$ cat config.mk
export PLATFORM = sky130hd
export DESIGN_NAME = moving_average_filter
export DESIGN_NICKNAME = d
export VERILOG_FILES = /design/src/sv/maf_pkg.sv /design/src/sv/maf_ram.sv /design/src/sv/maf_div.sv /design/src/sv/moving_average_filter.sv
export SDC_FILE = /design/constraint.sdc
export NUM_CORES = 1
export LEC_CHECK = 0
export BUFFER_PORTS_ARGS = -buffer_cell sky130_fd_sc_hd__buf_2
export CORE_ASPECT_RATIO = 2
export CORE_MARGIN = 1.5
export CORE_UTILIZATION = 35
export CTS_CLUSTER_SIZE = 20
export DETAILED_ROUTE_END_ITERATION = 16
export MAX_ROUTING_LAYER = met4
export PLACE_DENSITY = 0.49
export SYNTH_ARGS = -nofsm -noshare
export SYNTH_HDL_FRONTEND = slang
export SYNTH_SLANG_ARGS = --single-unit
export TNS_END_PERCENT = 5
$ cat constraint.sdc
create_clock -name clock -period 5.85 [get_ports clock]
set_input_delay 0.585 -clock clock [delete_from_list [all_inputs] [get_ports clock]]
set_output_delay 0.585 -clock clock [all_outputs]
set_load 0.01 [all_outputs]
$ cat src/sv/maf_pkg.sv
// -----------------------------------------------------------------------------
// maf_pkg: shared constants for the moving average filter
// Window depth and the widths of samples, sum, fill count and ring index.
// -----------------------------------------------------------------------------
package maf_pkg;

   localparam int DEPTH    = 16;                 // window length, 1..256
   localparam int SAMPLE_W = 32;                 // sample and mean width
   localparam int SUM_W    = 40;                 // running sum, holds 256 * 2^31
   localparam int CNT_W    = $clog2(DEPTH + 1);  // fill count 0..DEPTH
   localparam int POS_W    = (DEPTH > 1) ? $clog2(DEPTH) : 1;
   localparam int ITER_W   = $clog2(SUM_W);      // divider step counter

endpackage

$ cat src/sv/maf_ram.sv
// -----------------------------------------------------------------------------
// maf_ram: generic single-port-write, single-port-read RAM
// One write and one registered read per cycle.
// -----------------------------------------------------------------------------
module maf_ram #(
   parameter int WIDTH  = 32,
   parameter int DEPTH  = 16,
   parameter int ADDR_W = (DEPTH > 1) ? $clog2(DEPTH) : 1
) (
   input  logic                  clock,
   input  logic                  wr_en,
   input  logic [ADDR_W-1:0]     wr_addr,
   input  logic [WIDTH-1:0]      wr_data,
   input  logic                  rd_en,
   input  logic [ADDR_W-1:0]     rd_addr,
   output logic [WIDTH-1:0]      rd_data
);

   logic [WIDTH-1:0] mem_ff [DEPTH];
   logic [WIDTH-1:0] rd_data_ff;

   always_ff @(posedge clock) begin
      if (wr_en) begin
         mem_ff[wr_addr] <= wr_data;
      end
      if (rd_en) begin
         rd_data_ff <= mem_ff[rd_addr];
      end
   end

   assign rd_data = rd_data_ff;

endmodule

$ cat src/sv/maf_div.sv
// -----------------------------------------------------------------------------
// maf_div: iterative signed-by-unsigned divider
// Restoring radix-2 division, one quotient bit per cycle, truncates to zero.
// -----------------------------------------------------------------------------
module maf_div
   import maf_pkg::*;
(
   input  logic                       clock,
   input  logic                       reset,
   input  logic                       start,
   input  logic signed [SUM_W-1:0]    dividend,
   input  logic        [CNT_W-1:0]    divisor,
   output logic                       done,
   output logic signed [SAMPLE_W-1:0] quotient
);

   typedef enum logic [1:0] {
      DIV_IDLE,
      DIV_RUN,
      DIV_FIX
   } div_state_type;

   div_state_type        state_ff, state_in;
   logic [SUM_W-1:0]     quo_ff, quo_in;       // magnitude in, quotient out
   logic [CNT_W-1:0]     rem_ff, rem_in;
   logic [CNT_W-1:0]     dsr_ff, dsr_in;
   logic                 neg_ff, neg_in;
   logic [ITER_W-1:0]    iter_ff, iter_in;
   logic                 done_ff, done_in;
   logic [SAMPLE_W-1:0]  res_ff, res_in;

   logic [CNT_W:0]       rem_shift;
   logic [CNT_W+1:0]     diff;
   logic                 fits;
   logic [SUM_W-1:0]     neg_quo;

   assign rem_shift = {rem_ff, quo_ff[SUM_W-1]};
   assign diff      = {1'b0, rem_shift} - {2'b00, dsr_ff};
   assign fits      = !diff[CNT_W+1];
   assign neg_quo   = ~quo_ff + SUM_W'(1);

   always_comb begin
      state_in = state_ff;
      quo_in   = quo_ff;
      rem_in   = rem_ff;
      dsr_in   = dsr_ff;
      neg_in   = neg_ff;
      iter_in  = iter_ff;
      done_in  = 1'b0;
      res_in   = res_ff;
      case (state_ff)
         DIV_IDLE: begin
            if (start) begin
               neg_in   = dividend[SUM_W-1];
               quo_in   = dividend[SUM_W-1] ? (~dividend + SUM_W'(1)) : dividend;
               rem_in   = '0;
               dsr_in   = divisor;
               iter_in  = ITER_W'(SUM_W - 1);
               state_in = DIV_RUN;
            end
         end
         DIV_RUN: begin
            rem_in  = fits ? diff[CNT_W-1:0] : rem_shift[CNT_W-1:0];
            quo_in  = {quo_ff[SUM_W-2:0], fits};
            iter_in = iter_ff - ITER_W'(1);
            if (iter_ff == '0) begin
               state_in = DIV_FIX;
            end
         end
         DIV_FIX: begin
            res_in   = neg_ff ? neg_quo[SAMPLE_W-1:0] : quo_ff[SAMPLE_W-1:0];
            done_in  = 1'b1;
            state_in = DIV_IDLE;
         end
         default: begin
            state_in = DIV_IDLE;
         end
      endcase
   end

   always_ff @(posedge clock) begin
      if (reset) begin
         state_ff <= DIV_IDLE;
         done_ff  <= 1'b0;
      end else begin
         state_ff <= state_in;
         done_ff  <= done_in;
      end
      quo_ff  <= quo_in;
      rem_ff  <= rem_in;
      dsr_ff  <= dsr_in;
      neg_ff  <= neg_in;
      iter_ff <= iter_in;
      res_ff  <= res_in;
   end

   assign done     = done_ff;
   assign quotient = res_ff;

endmodule

$ cat src/sv/moving_average_filter.sv
// -----------------------------------------------------------------------------
// moving_average_filter: running mean over the last DEPTH signed samples
// Ring buffer, running sum and fill count, with an iterative divider.
// -----------------------------------------------------------------------------
// Each accepted sample yields exactly one result transaction: the mean of the
// samples held (the running sum divided by the fill count, truncated toward
// zero) and a window-full flag. From acceptance until the result is loaded
// into the output register a sample goes through these steps in order: update
// the sum and ring and load the divider, run the 40-bit restoring divider at
// one quotient bit per cycle, fix the sign, take the quotient and load the
// output register. req_tready is high only while no sample is in progress, so
// a new sample is taken only after the previous one has reached the output
// register. A finished result waits in the output register, so the next
// sample may be taken while the previous result is still pending; that sample
// then waits before its own result can be loaded.
// -----------------------------------------------------------------------------
module moving_average_filter
   import maf_pkg::*;
(
   input  logic        clock,
   input  logic        reset,
   input  logic        req_tvalid,
   output logic        req_tready,
   input  logic [31:0] req_tdata,    // [31:0] sample (signed)
   output logic        rsp_tvalid,
   input  logic        rsp_tready,
   output logic [31:0] rsp_tdata,    // [31:0] mean (signed)
   output logic        rsp_tuser     // [0] window_full
);

   typedef enum logic [1:0] {
      ST_IDLE,     // waiting for a sample
      ST_UPDATE,   // displaced sample is read, update sum and ring
      ST_DIVIDE,   // divider busy
      ST_DELIVER   // mean ready, waiting for the output register
   } state_type;

   state_type                   state_ff, state_in;
   logic signed [SAMPLE_W-1:0]  sample_ff, sample_in;
   logic        [POS_W-1:0]     pos_ff, pos_in;
   logic        [CNT_W-1:0]     count_ff, count_in;
   logic signed [SUM_W-1:0]     sum_ff, sum_in;
   logic                        full_ff, full_in;      // flag for the item in flight
   logic                        rsp_valid_ff, rsp_valid_in;
   logic        [SAMPLE_W-1:0]  rsp_mean_ff, rsp_mean_in;
   logic                        rsp_full_ff, rsp_full_in;
   logic        [SAMPLE_W-1:0]  mean_ff, mean_in;

   logic                        req_take;
   logic                        window_was_full;
   logic signed [SAMPLE_W-1:0]  old_sample;
   logic signed [SUM_W-1:0]     old_term;
   logic                        ram_wr_en;
   logic                        div_start;
   logic                        div_done;
   logic signed [SAMPLE_W-1:0]  div_quotient;

   assign req_tready      = (state_ff == ST_IDLE);
   assign req_take        = req_tvalid && req_tready;
   assign window_was_full = (count_ff == CNT_W'(DEPTH));
   assign old_term        = window_was_full ? SUM_W'(old_sample) : '0;
   assign ram_wr_en       = (state_ff == ST_UPDATE);
   assign div_start       = (state_ff == ST_UPDATE);

   // Ring of held samples; the entry at the write position is read on
   // acceptance and overwritten in the following cycle.
   maf_ram #(
      .WIDTH (SAMPLE_W),
      .DEPTH (DEPTH)
   ) u_ring (
      .clock   (clock),
      .wr_en   (ram_wr_en),
      .wr_addr (pos_ff),
      .wr_data (sample_ff),
      .rd_en   (req_take),
      .rd_addr (pos_ff),
      .rd_data (old_sample)
   );

   // Sum over count, one quotient bit a cycle
   maf_div u_div (
      .clock    (clock),
      .reset    (reset),
      .start    (div_start),
      .dividend (sum_in),
      .divisor  (count_in),
      .done     (div_done),
      .quotient (div_quotient)
   );

   always_comb begin
      state_in     = state_ff;
      sample_in    = sample_ff;
      pos_in       = pos_ff;
      count_in     = count_ff;
      sum_in       = sum_ff;
      full_in      = full_ff;
      rsp_valid_in = rsp_valid_ff;
      rsp_mean_in  = rsp_mean_ff;
      rsp_full_in  = rsp_full_ff;
      mean_in      = mean_ff;

      // output register drains independently of the sequencer
      if (rsp_valid_ff && rsp_tready) begin
         rsp_valid_in = 1'b0;
      end

      case (state_ff)
         ST_IDLE: begin
            if (req_take) begin
               sample_in = req_tdata;
               state_in  = ST_UPDATE;
            end
         end
         ST_UPDATE: begin
            // add the new sample, drop the displaced one once the window is full
            sum_in   = sum_ff + SUM_W'(sample_ff) - old_term;
            count_in = window_was_full ? count_ff : count_ff + CNT_W'(1);
            full_in  = window_was_full || (count_ff == CNT_W'(DEPTH - 1));
            pos_in   = (pos_ff == POS_W'(DEPTH - 1)) ? '0 : pos_ff + POS_W'(1);
            state_in = ST_DIVIDE;
         end
         ST_DIVIDE: begin
            if (div_done) begin
               mean_in  = div_quotient;
               state_in = ST_DELIVER;
            end
         end
         ST_DELIVER: begin
            if (!rsp_valid_ff || rsp_tready) begin
               rsp_valid_in = 1'b1;
               rsp_mean_in  = mean_ff;
               rsp_full_in  = full_ff;
               state_in     = ST_IDLE;
            end
         end
         default: begin
            state_in = ST_IDLE;
         end
      endcase
   end

   always_ff @(posedge clock) begin
      if (reset) begin
         state_ff     <= ST_IDLE;
         pos_ff       <= '0;
         count_ff     <= '0;
         sum_ff       <= '0;
         rsp_valid_ff <= 1'b0;
      end else begin
         state_ff     <= state_in;
         pos_ff       <= pos_in;
         count_ff     <= count_in;
         sum_ff       <= sum_in;
         rsp_valid_ff <= rsp_valid_in;
      end
      sample_ff   <= sample_in;
      full_ff     <= full_in;
      rsp_mean_ff <= rsp_mean_in;
      rsp_full_ff <= rsp_full_in;
      mean_ff     <= mean_in;
   end

   assign rsp_tvalid = rsp_valid_ff;
   assign rsp_tdata  = rsp_mean_ff;
   assign rsp_tuser  = rsp_full_ff;

endmodule

==> results.md, run 1 <==
- Design Power: 21.8 mW
- First-pass GRT wire length: 137 mm
- Area after DPL: 0.0378 sq mm
- Post-CTS Setup Bufs: 0
- NumNets Final: 2,599
- H-tree levels: 3
- Root Buffer: clkbuf_16
- Syn nets: 2,466
- Post-synthesis cell area: 0.0354 sq mm
- Global Route Usage Sum: 0.185
- Final Non-Filler Cells: between 3,000 and 4,000
- Antenna-violating nets left: 0
- Fin. Hold Viols: 0
- Final worst setup slack: 0.229 ns
- Ranking of synthesized cells by area: edfxtp_1 (62%), mux4_2 (10%), dfxtp_1 (3.1%)
- Synth top area share: 0.620
- Relative slew margins: 0.282
- Slowest-stage cell, CP: or4b_4
- RSZ-0062 raised after global routing: false
- Seq/Total Area, Yosys: 0.651
- Number of synthesized register bits: 786
- Pint: 13.5 mW
- Setup CP Type: flip-flop to flip-flop
- FMAX: roughly 180 MHz
- Cell with the most instances after synthesis: edfxtp_1
- # rows: 164
- Setup crit end kind: flip-flop
- Pwr dens: roughly 540 mW/mm^2
- Via count: between 20,000 and 25,000
- Max-cap violations: 0
- Antenna violations before repair: 1
- DRC viols: 0
- TNS Setup: 0 ns
- Outcome: finished, final reports clean
- Yosys cell types: 91
- Biggest area consumer among synthesized cells: edfxtp_1
- Worst-path fanout max: 35
- Fill count: 9,377
- Routability congestion estimate: 0.878
- ANT cells: 0
- Clock share of power: 0.215
- Io pins: roughly 70
- Dpl hpwl: 59.9 mm
- Number of global-route vias before repair: 21,300
- Launch point of the worst reg-to-reg path: count_ff[0]
- Worst Path Required: 6.38 ns
- Peak VDD IR: 294 uV
- Synth Area per Inst: approximately 15 sq um
- Worst-margin pin slew: 1.08 ns
- CP arrival: 6.15 ns
- Slew Limit Fails: 0
- Via density: 5.20
- Ys Warns: 0
- Clock sinks: 786
- Post-synth EDFFs: roughly 730
- Clk slew on worst S/H paths: 0.06 ns
- Worst-skew pair later-pin latency: a little under 0.7 ns
- Buf+Inv Stages, Crit Path: 3
- Sw Ratio: 0.383
- Starting DRT DRC Count: approximately 1,400
- Top_reg_cell synth: edfxtp_1
- CP delay by family, top: compound AO/OA/AOI/OAI gates
- GRT Residual Overflow: 0
- Sw Pwr: approximately 8.4 mW
- Critical Path Source Type: flip-flop
- Flop pwr share: 0.364
- Clock buffer depth: 3
- CP cell instances: inv_1 > ha_1 > nand2_1 > nor3_2 > buf_12 > and2_1 > fa_1 > inv_1 > ha_1 > a21oi_1 > o221ai_1 > a21oi_1 > o21ai_0 > xnor2_1 > or4b_4 > a2111o_1 > or3_4 > or3_1 > nand4_1
- Layout cells sized above 1: 0.192
- Largest net degree at the start of global routing: 67
- Hold path startpoint: req_tdata[4]
- CTS Hold Bufs: 0
- Post-DR wirelength/cell: ~24 um
- Dpl ws: 0.283 ns
- Cell area after layout: about 0.040 sq mm
- Ys async rst share: 0
- Total Wirelength: 91.4 mm
- Core region area: 0.100 sq mm
- Die Area: just over 0.1 sq mm
- Combinational share of power: 0.421
- Worst Setup SP: count_ff[0]
- Placed Cells incl. Taps: between 3,000 and 4,000
- IO Port Bufs: 70
- Max Clock Skew: around 0.051 ns
- Total CTS buffers: 73
- Fin crit share: 0.961
- Area grow syn2layout: 13.3%
- Die W: roughly 230 um
- Die height: 453 um
- Leak Pwr: 13.4 nW
- DRT Pass-1 Iters: 5
- Initial Util: 0.353
- Most frequent cells after synthesis: edfxtp_1 (731), inv_1 (184), mux4_2 (160)
- Min-Delay Path Class: input port to flip-flop
- Post-layout min period: 5.62 ns
- Final setup violation count: 0
- CTS tree: done
- Post-Synthesis Cells: 2,330
- CP max stage delay: 0.52 ns
final timing paths:
kind / slack [ns] / cells after the start / to
worst max register to register: 0.23 / 19 / u_div.quo_ff[38]
worst min-delay path: 0.08 / 1 / sample_ff[4]
worst min register to register: 0.41 / 0 / rsp_tdata[6]
worst max-delay path: 0.23 / 19 / u_div.quo_ff[38]
repair_timing:
action                     4_1_cts  5_1_grt
setup endpoints to repair        0        3
hold endpoints to repair         0        0
gates resized for setup          0        2
logic make-up after synthesis:
family                   count (synthesis)  synth area share
AO/OA/AOI/OAI                          352            0.0682
flip-flops                             786             0.651
multiplexers                           182             0.108
XOR/XNOR                                65            0.0161
buffers and inverters                  293            0.0324
AND/OR/NAND/NOR                        552            0.0800
adder cells (fa/ha/maj)                100            0.0438
cell usage in the layout, fill, tap and decap left out, drive strengths merged, types with 10 or more instances in the layout:
| master | n |
|---|---|
| mux4 | 160 |
| inv | 190 |
| nor2 | 134 |
| nand2 | 125 |
| and3 | 15 |
| o211ai | 11 |
| and4 | 14 |
| clkinv | 30 |
| a21oi | 83 |
| a211oi | 25 |
| edfxtp | 731 |
| fa | 40 |
| nand4 | 26 |
| dfxtp | 55 |
| or4 | 13 |
| o21a | 15 |
| a21o | 19 |
| o21ai | 72 |
| xnor2 | 42 |
| ha | 60 |
| nor2b | 19 |
| nor3 | 43 |
| o31ai | 18 |
| buf | 165 |
| nand3 | 39 |
| mux2i | 17 |
| xor2 | 23 |
| clkbuf | 89 |
| nand2b | 13 |
| and2 | 60 |
| a22oi | 12 |
| nor4 | 10 |
| or3 | 14 |
power by group through the flow:
stage          Sequential (mW)  Combinational (mW)  Clock [mW]
5_1_grt                   8.06                10.1        5.04
3_3_place_gp              8.06                9.09           0
4_1_cts                   7.98                9.26        4.86
6_report                  7.96                9.19        4.70
3_5_place_dp              8.10                9.23           0
2_1_floorplan             7.81                6.37           0
routing by layer:
metal	part of all wire	routed length, um	GRT usage	up-vias
li1	-	-	-	9201
met1	0.36	32900	0.186	10300
met3	0.029	2640	0.0243	164
met2	0.57	52000	0.355	392
met5	0	0	-	-
met4	0.042	3840	0.0798	0
worst register-to-register path, stage by stage (launching register included):
cell and delay [ns]:
dfxtp_1 0.35, inv_1 0.08, ha_1 0.20, nand2_1 0.08, nor3_2 0.05, buf_12 0.17, and2_1 0.19, fa_1 0.47
inv_1 0.04, ha_1 0.43, a21oi_1 0.36, o221ai_1 0.27, a21oi_1 0.40, o21ai_0 0.21, xnor2_1 0.29, or4b_4 0.52
a2111o_1 0.50, or3_4 0.43, or3_1 0.35, nand4_1 0.10
cell type report:
class                   count  area, sq um  area share
clock buffers              89         1920      0.0478
clock inverters            43          389     0.00971
inverters                 186          701      0.0175
multi-input cells        1251        11300       0.281
flip-flops and latches    786        23100       0.575
well taps                1328         1660      0.0414
repair buffers            165         1090      0.0271
per-stage QoR:
step / utilization / hold slack, ns
6_report: 0.400 / 0.0789
3_3_place_gp: 0.377 / 0.401
4_1_cts: 0.400 / 0.0217
3_5_place_dp: 0.377 / 0.405
5_1_grt: 0.400 / 0.0379
2_1_floorplan: - / 0.400
state kept, by name, summed over array words and instances (netlist names):
signal	cells
count_ff	5
full_ff	1
mean_ff	32
pos_ff	4
rsp_tdata	32
rsp_tuser	1
rsp_tvalid	1
sample_ff	32
state_ff	2
sum_ff	40
u_div.done	1
u_div.dsr_ff	5
u_div.iter_ff	6
u_div.neg_ff	1
u_div.quo_ff	40
u_div.quotient	32
u_div.rem_ff	5
u_div.state_ff	2
u_ring.mem_ff	512
u_ring.rd_data	32
Note: power is estimated with default switching activity, not from simulation.
==> run 2, diff against run 1 <==
Settings changed: MAX_ROUTING_LAYER met4 to unset.
==> run 2 against run 1 <==
Net effect: cell area is essentially flat; die area unchanged; setup slack better by 0.0078 ns; global-route usage fell by 0.74 points; clock skew fell by 0.025 ns; total power up 0.20%; fmax is 0.14% higher; combinational power is essentially flat; first-iteration DRC count fell by 12%; via count about the same; critical endpoint unchanged; largest power group unchanged.
==> results.md, run 2 (same netlist as run 1, synthesis figures left out) <==
- Post_cts resized: 0
- Dpl hpwl: approximately 60 mm
- Area grow syn2layout: 13.3%
- Final hold slack: 0.101 ns
- Post-layout min period: 5.61 ns
- Die Area: 0.103 sq mm
- RSZ-0062 raised after global routing: false
- Antenna violations before repair: 0
- Die W: between 200 and 250 um
- FMAX: 178 MHz
- Pint: ~14 mW
- Number of global-route vias before repair: 21,400
- Slew Limit Fails: 0
- Worst-path fanout max: 35
- Sw Pwr: between 8 and 9 mW
- Relative slew margins: 0.274
- Max Clock Skew: approximately 0.026 ns
- Core region area: 0.100 sq mm
- Clk slew on worst S/H paths: 0.07 ns
- ANT cells: 0
- IO Port Bufs: 70
- Worst-margin pin slew: 1.09 ns
- Die height: 453 um
- CP arrival: 6.12 ns
- Most frequent cells in the layout: edfxtp_1 (731), inv_1 (184), mux4_2 (160), nor2_1 (133), nand2_1 (125)
- Routability congestion estimate: 0.869
- Largest regs: u_ring.mem_ff x512, sum_ff x40, u_div.quo_ff x40
- Critical Path Source Type: flip-flop
- Final setup violation count: 0
- Fin. Hold Viols: 0
- First-pass GRT wire length: 136 mm
- Starting DRT DRC Count: 1,265
- Largest net degree at the start of global routing: 69
- Min-Delay Path Class: input port to flip-flop
- Sw Ratio: 0.379
- Leak Pwr: roughly 13 nW
- Clock sinks: 786
- Fill count: 9,392
- Via count: 20,000
- Initial Util: 0.353
- Combinational share of power: 0.419
- Setup crit end kind: flip-flop
- Max-cap violations: 0
- Setup CP Type: flip-flop to flip-flop
- GRT Residual Overflow: 0
- Clock buffer depth: 3
- Total CTS buffers: 71
- Worst Path Required: 6.36 ns
- NumNets Final: ~2,600
- Most common cell after layout, fill and taps aside: edfxtp_1
- Peak VDD IR: 222 uV
- Total Wirelength: slightly above 90 mm
- Biggest register: u_ring.mem_ff
- CTS Hold Bufs: 0
- DRC viols: 0
- Layout cells sized above 1: 0.195
- Io pins: 71
- Flop pwr share: 0.362
- DRT Pass-1 Iters: 7
- CTS tree: done
- Global Route Usage Sum: 0.178
- Worst-skew pair later-pin latency: 0.66 ns
- TNS Setup: 0 ns
- Post-DR wirelength/cell: 23.6 um
- Outcome: finished, final reports clean
- Pwr dens: 546 mW/mm^2
- Clock share of power: 0.218
- Root Buffer: clkbuf_16
- H-tree levels: 3
- Via density: 5.21
- Antenna-violating nets left: 0
- # rows: 164
- Number of flip-flops under the largest register name: 512
- Fin crit share: 0.960
- Post-CTS Setup Bufs: 0
-- run 2: cell types whose count changed in the layout (fill, tap and decap cells not counted), moves of 2 or more --
cell	previous run	this run
bufinv_16	3	7
clkinvlp_4	5	2
clkinv_1	17	7
clkbuf_16	74	72
clkinv_2	9	17
buf_4	93	96
-- run 2: layout make-up --
type	instances	area, sq um	share of cell area
timing repair buffer	167	1090	0.0272
sequential	786	23100	0.575
inverter	186	699	0.0174
clock inverter	40	457	0.0114
tap	1328	1660	0.0414
clock buffer	88	1870	0.0467
multi-input combinational	1251	11300	0.281
-- run 2: metrics by stage --
| stage | instances | setup slack (ns) | utilization | power [mW] | area [sq um] |
|---|---|---|---|---|---|
| final | 3846 | 0.237 | 0.401 | 21.9 | 40100 |
| after global routing | 3846 | 0.0119 | 0.401 | 23.2 | 40100 |
| after CTS | 3846 | 0.173 | 0.401 | 22.1 | 40100 |
| after detailed placement | 3718 | 0.159 | 0.377 | 17.3 | 37800 |
| after global placement | 3717 | 0.225 | 0.377 | 17.1 | 37800 |
| after floorplan | 2330 | 0.417 | - | 14.2 | 35400 |
-- run 2: path summary, 6_finish.rpt --
path	to	from	depth (start not counted)	slack [ns]
setup / recovery	u_div.quo_ff[38]	count_ff[0]	19	0.24
hold / removal	sample_ff[8]	req_tdata[8]	1	0.10
setup reg to reg	u_div.quo_ff[38]	count_ff[0]	19	0.24
hold reg to reg	rsp_tdata[28]	mean_ff[28]	0	0.41
-- run 2: per-layer routing --
| metal | GRT usage | wire length, um |
|---|---|---|
| met5 | 0 | 0 |
| met4 | 0.0930 | 4460 |
| met3 | 0.0217 | 2760 |
| met2 | 0.351 | 51700 |
| met1 | 0.180 | 32000 |
-- run 2: power groups by stage --
stage	clock network, mW	registers, mW	logic [mW]
2_1_floorplan	0	7.81	6.37
3_3_place_gp	0	8.03	9.11
5_1_grt	5.11	8.03	10.1
6_report	4.78	7.93	9.18
4_1_cts	4.93	7.95	9.25
3_5_place_dp	0	8.07	9.23
-- run 2: worst max-delay path, stage by stage (launching register included) --
cell	delay [ns]
dfxtp_1	0.36
inv_1	0.08
ha_1	0.19
nand2_1	0.08
nor3_2	0.05
buf_12	0.17
and2_1	0.18
fa_1	0.47
inv_1	0.04
ha_1	0.40
a21oi_1	0.34
a21boi_1	0.55
nor4_1	0.12
a211oi_2	0.29
nand3_1	0.20
or3b_2	0.57
a2111o_1	0.50
or3_4	0.42
or3_1	0.35
nand4_1	0.10
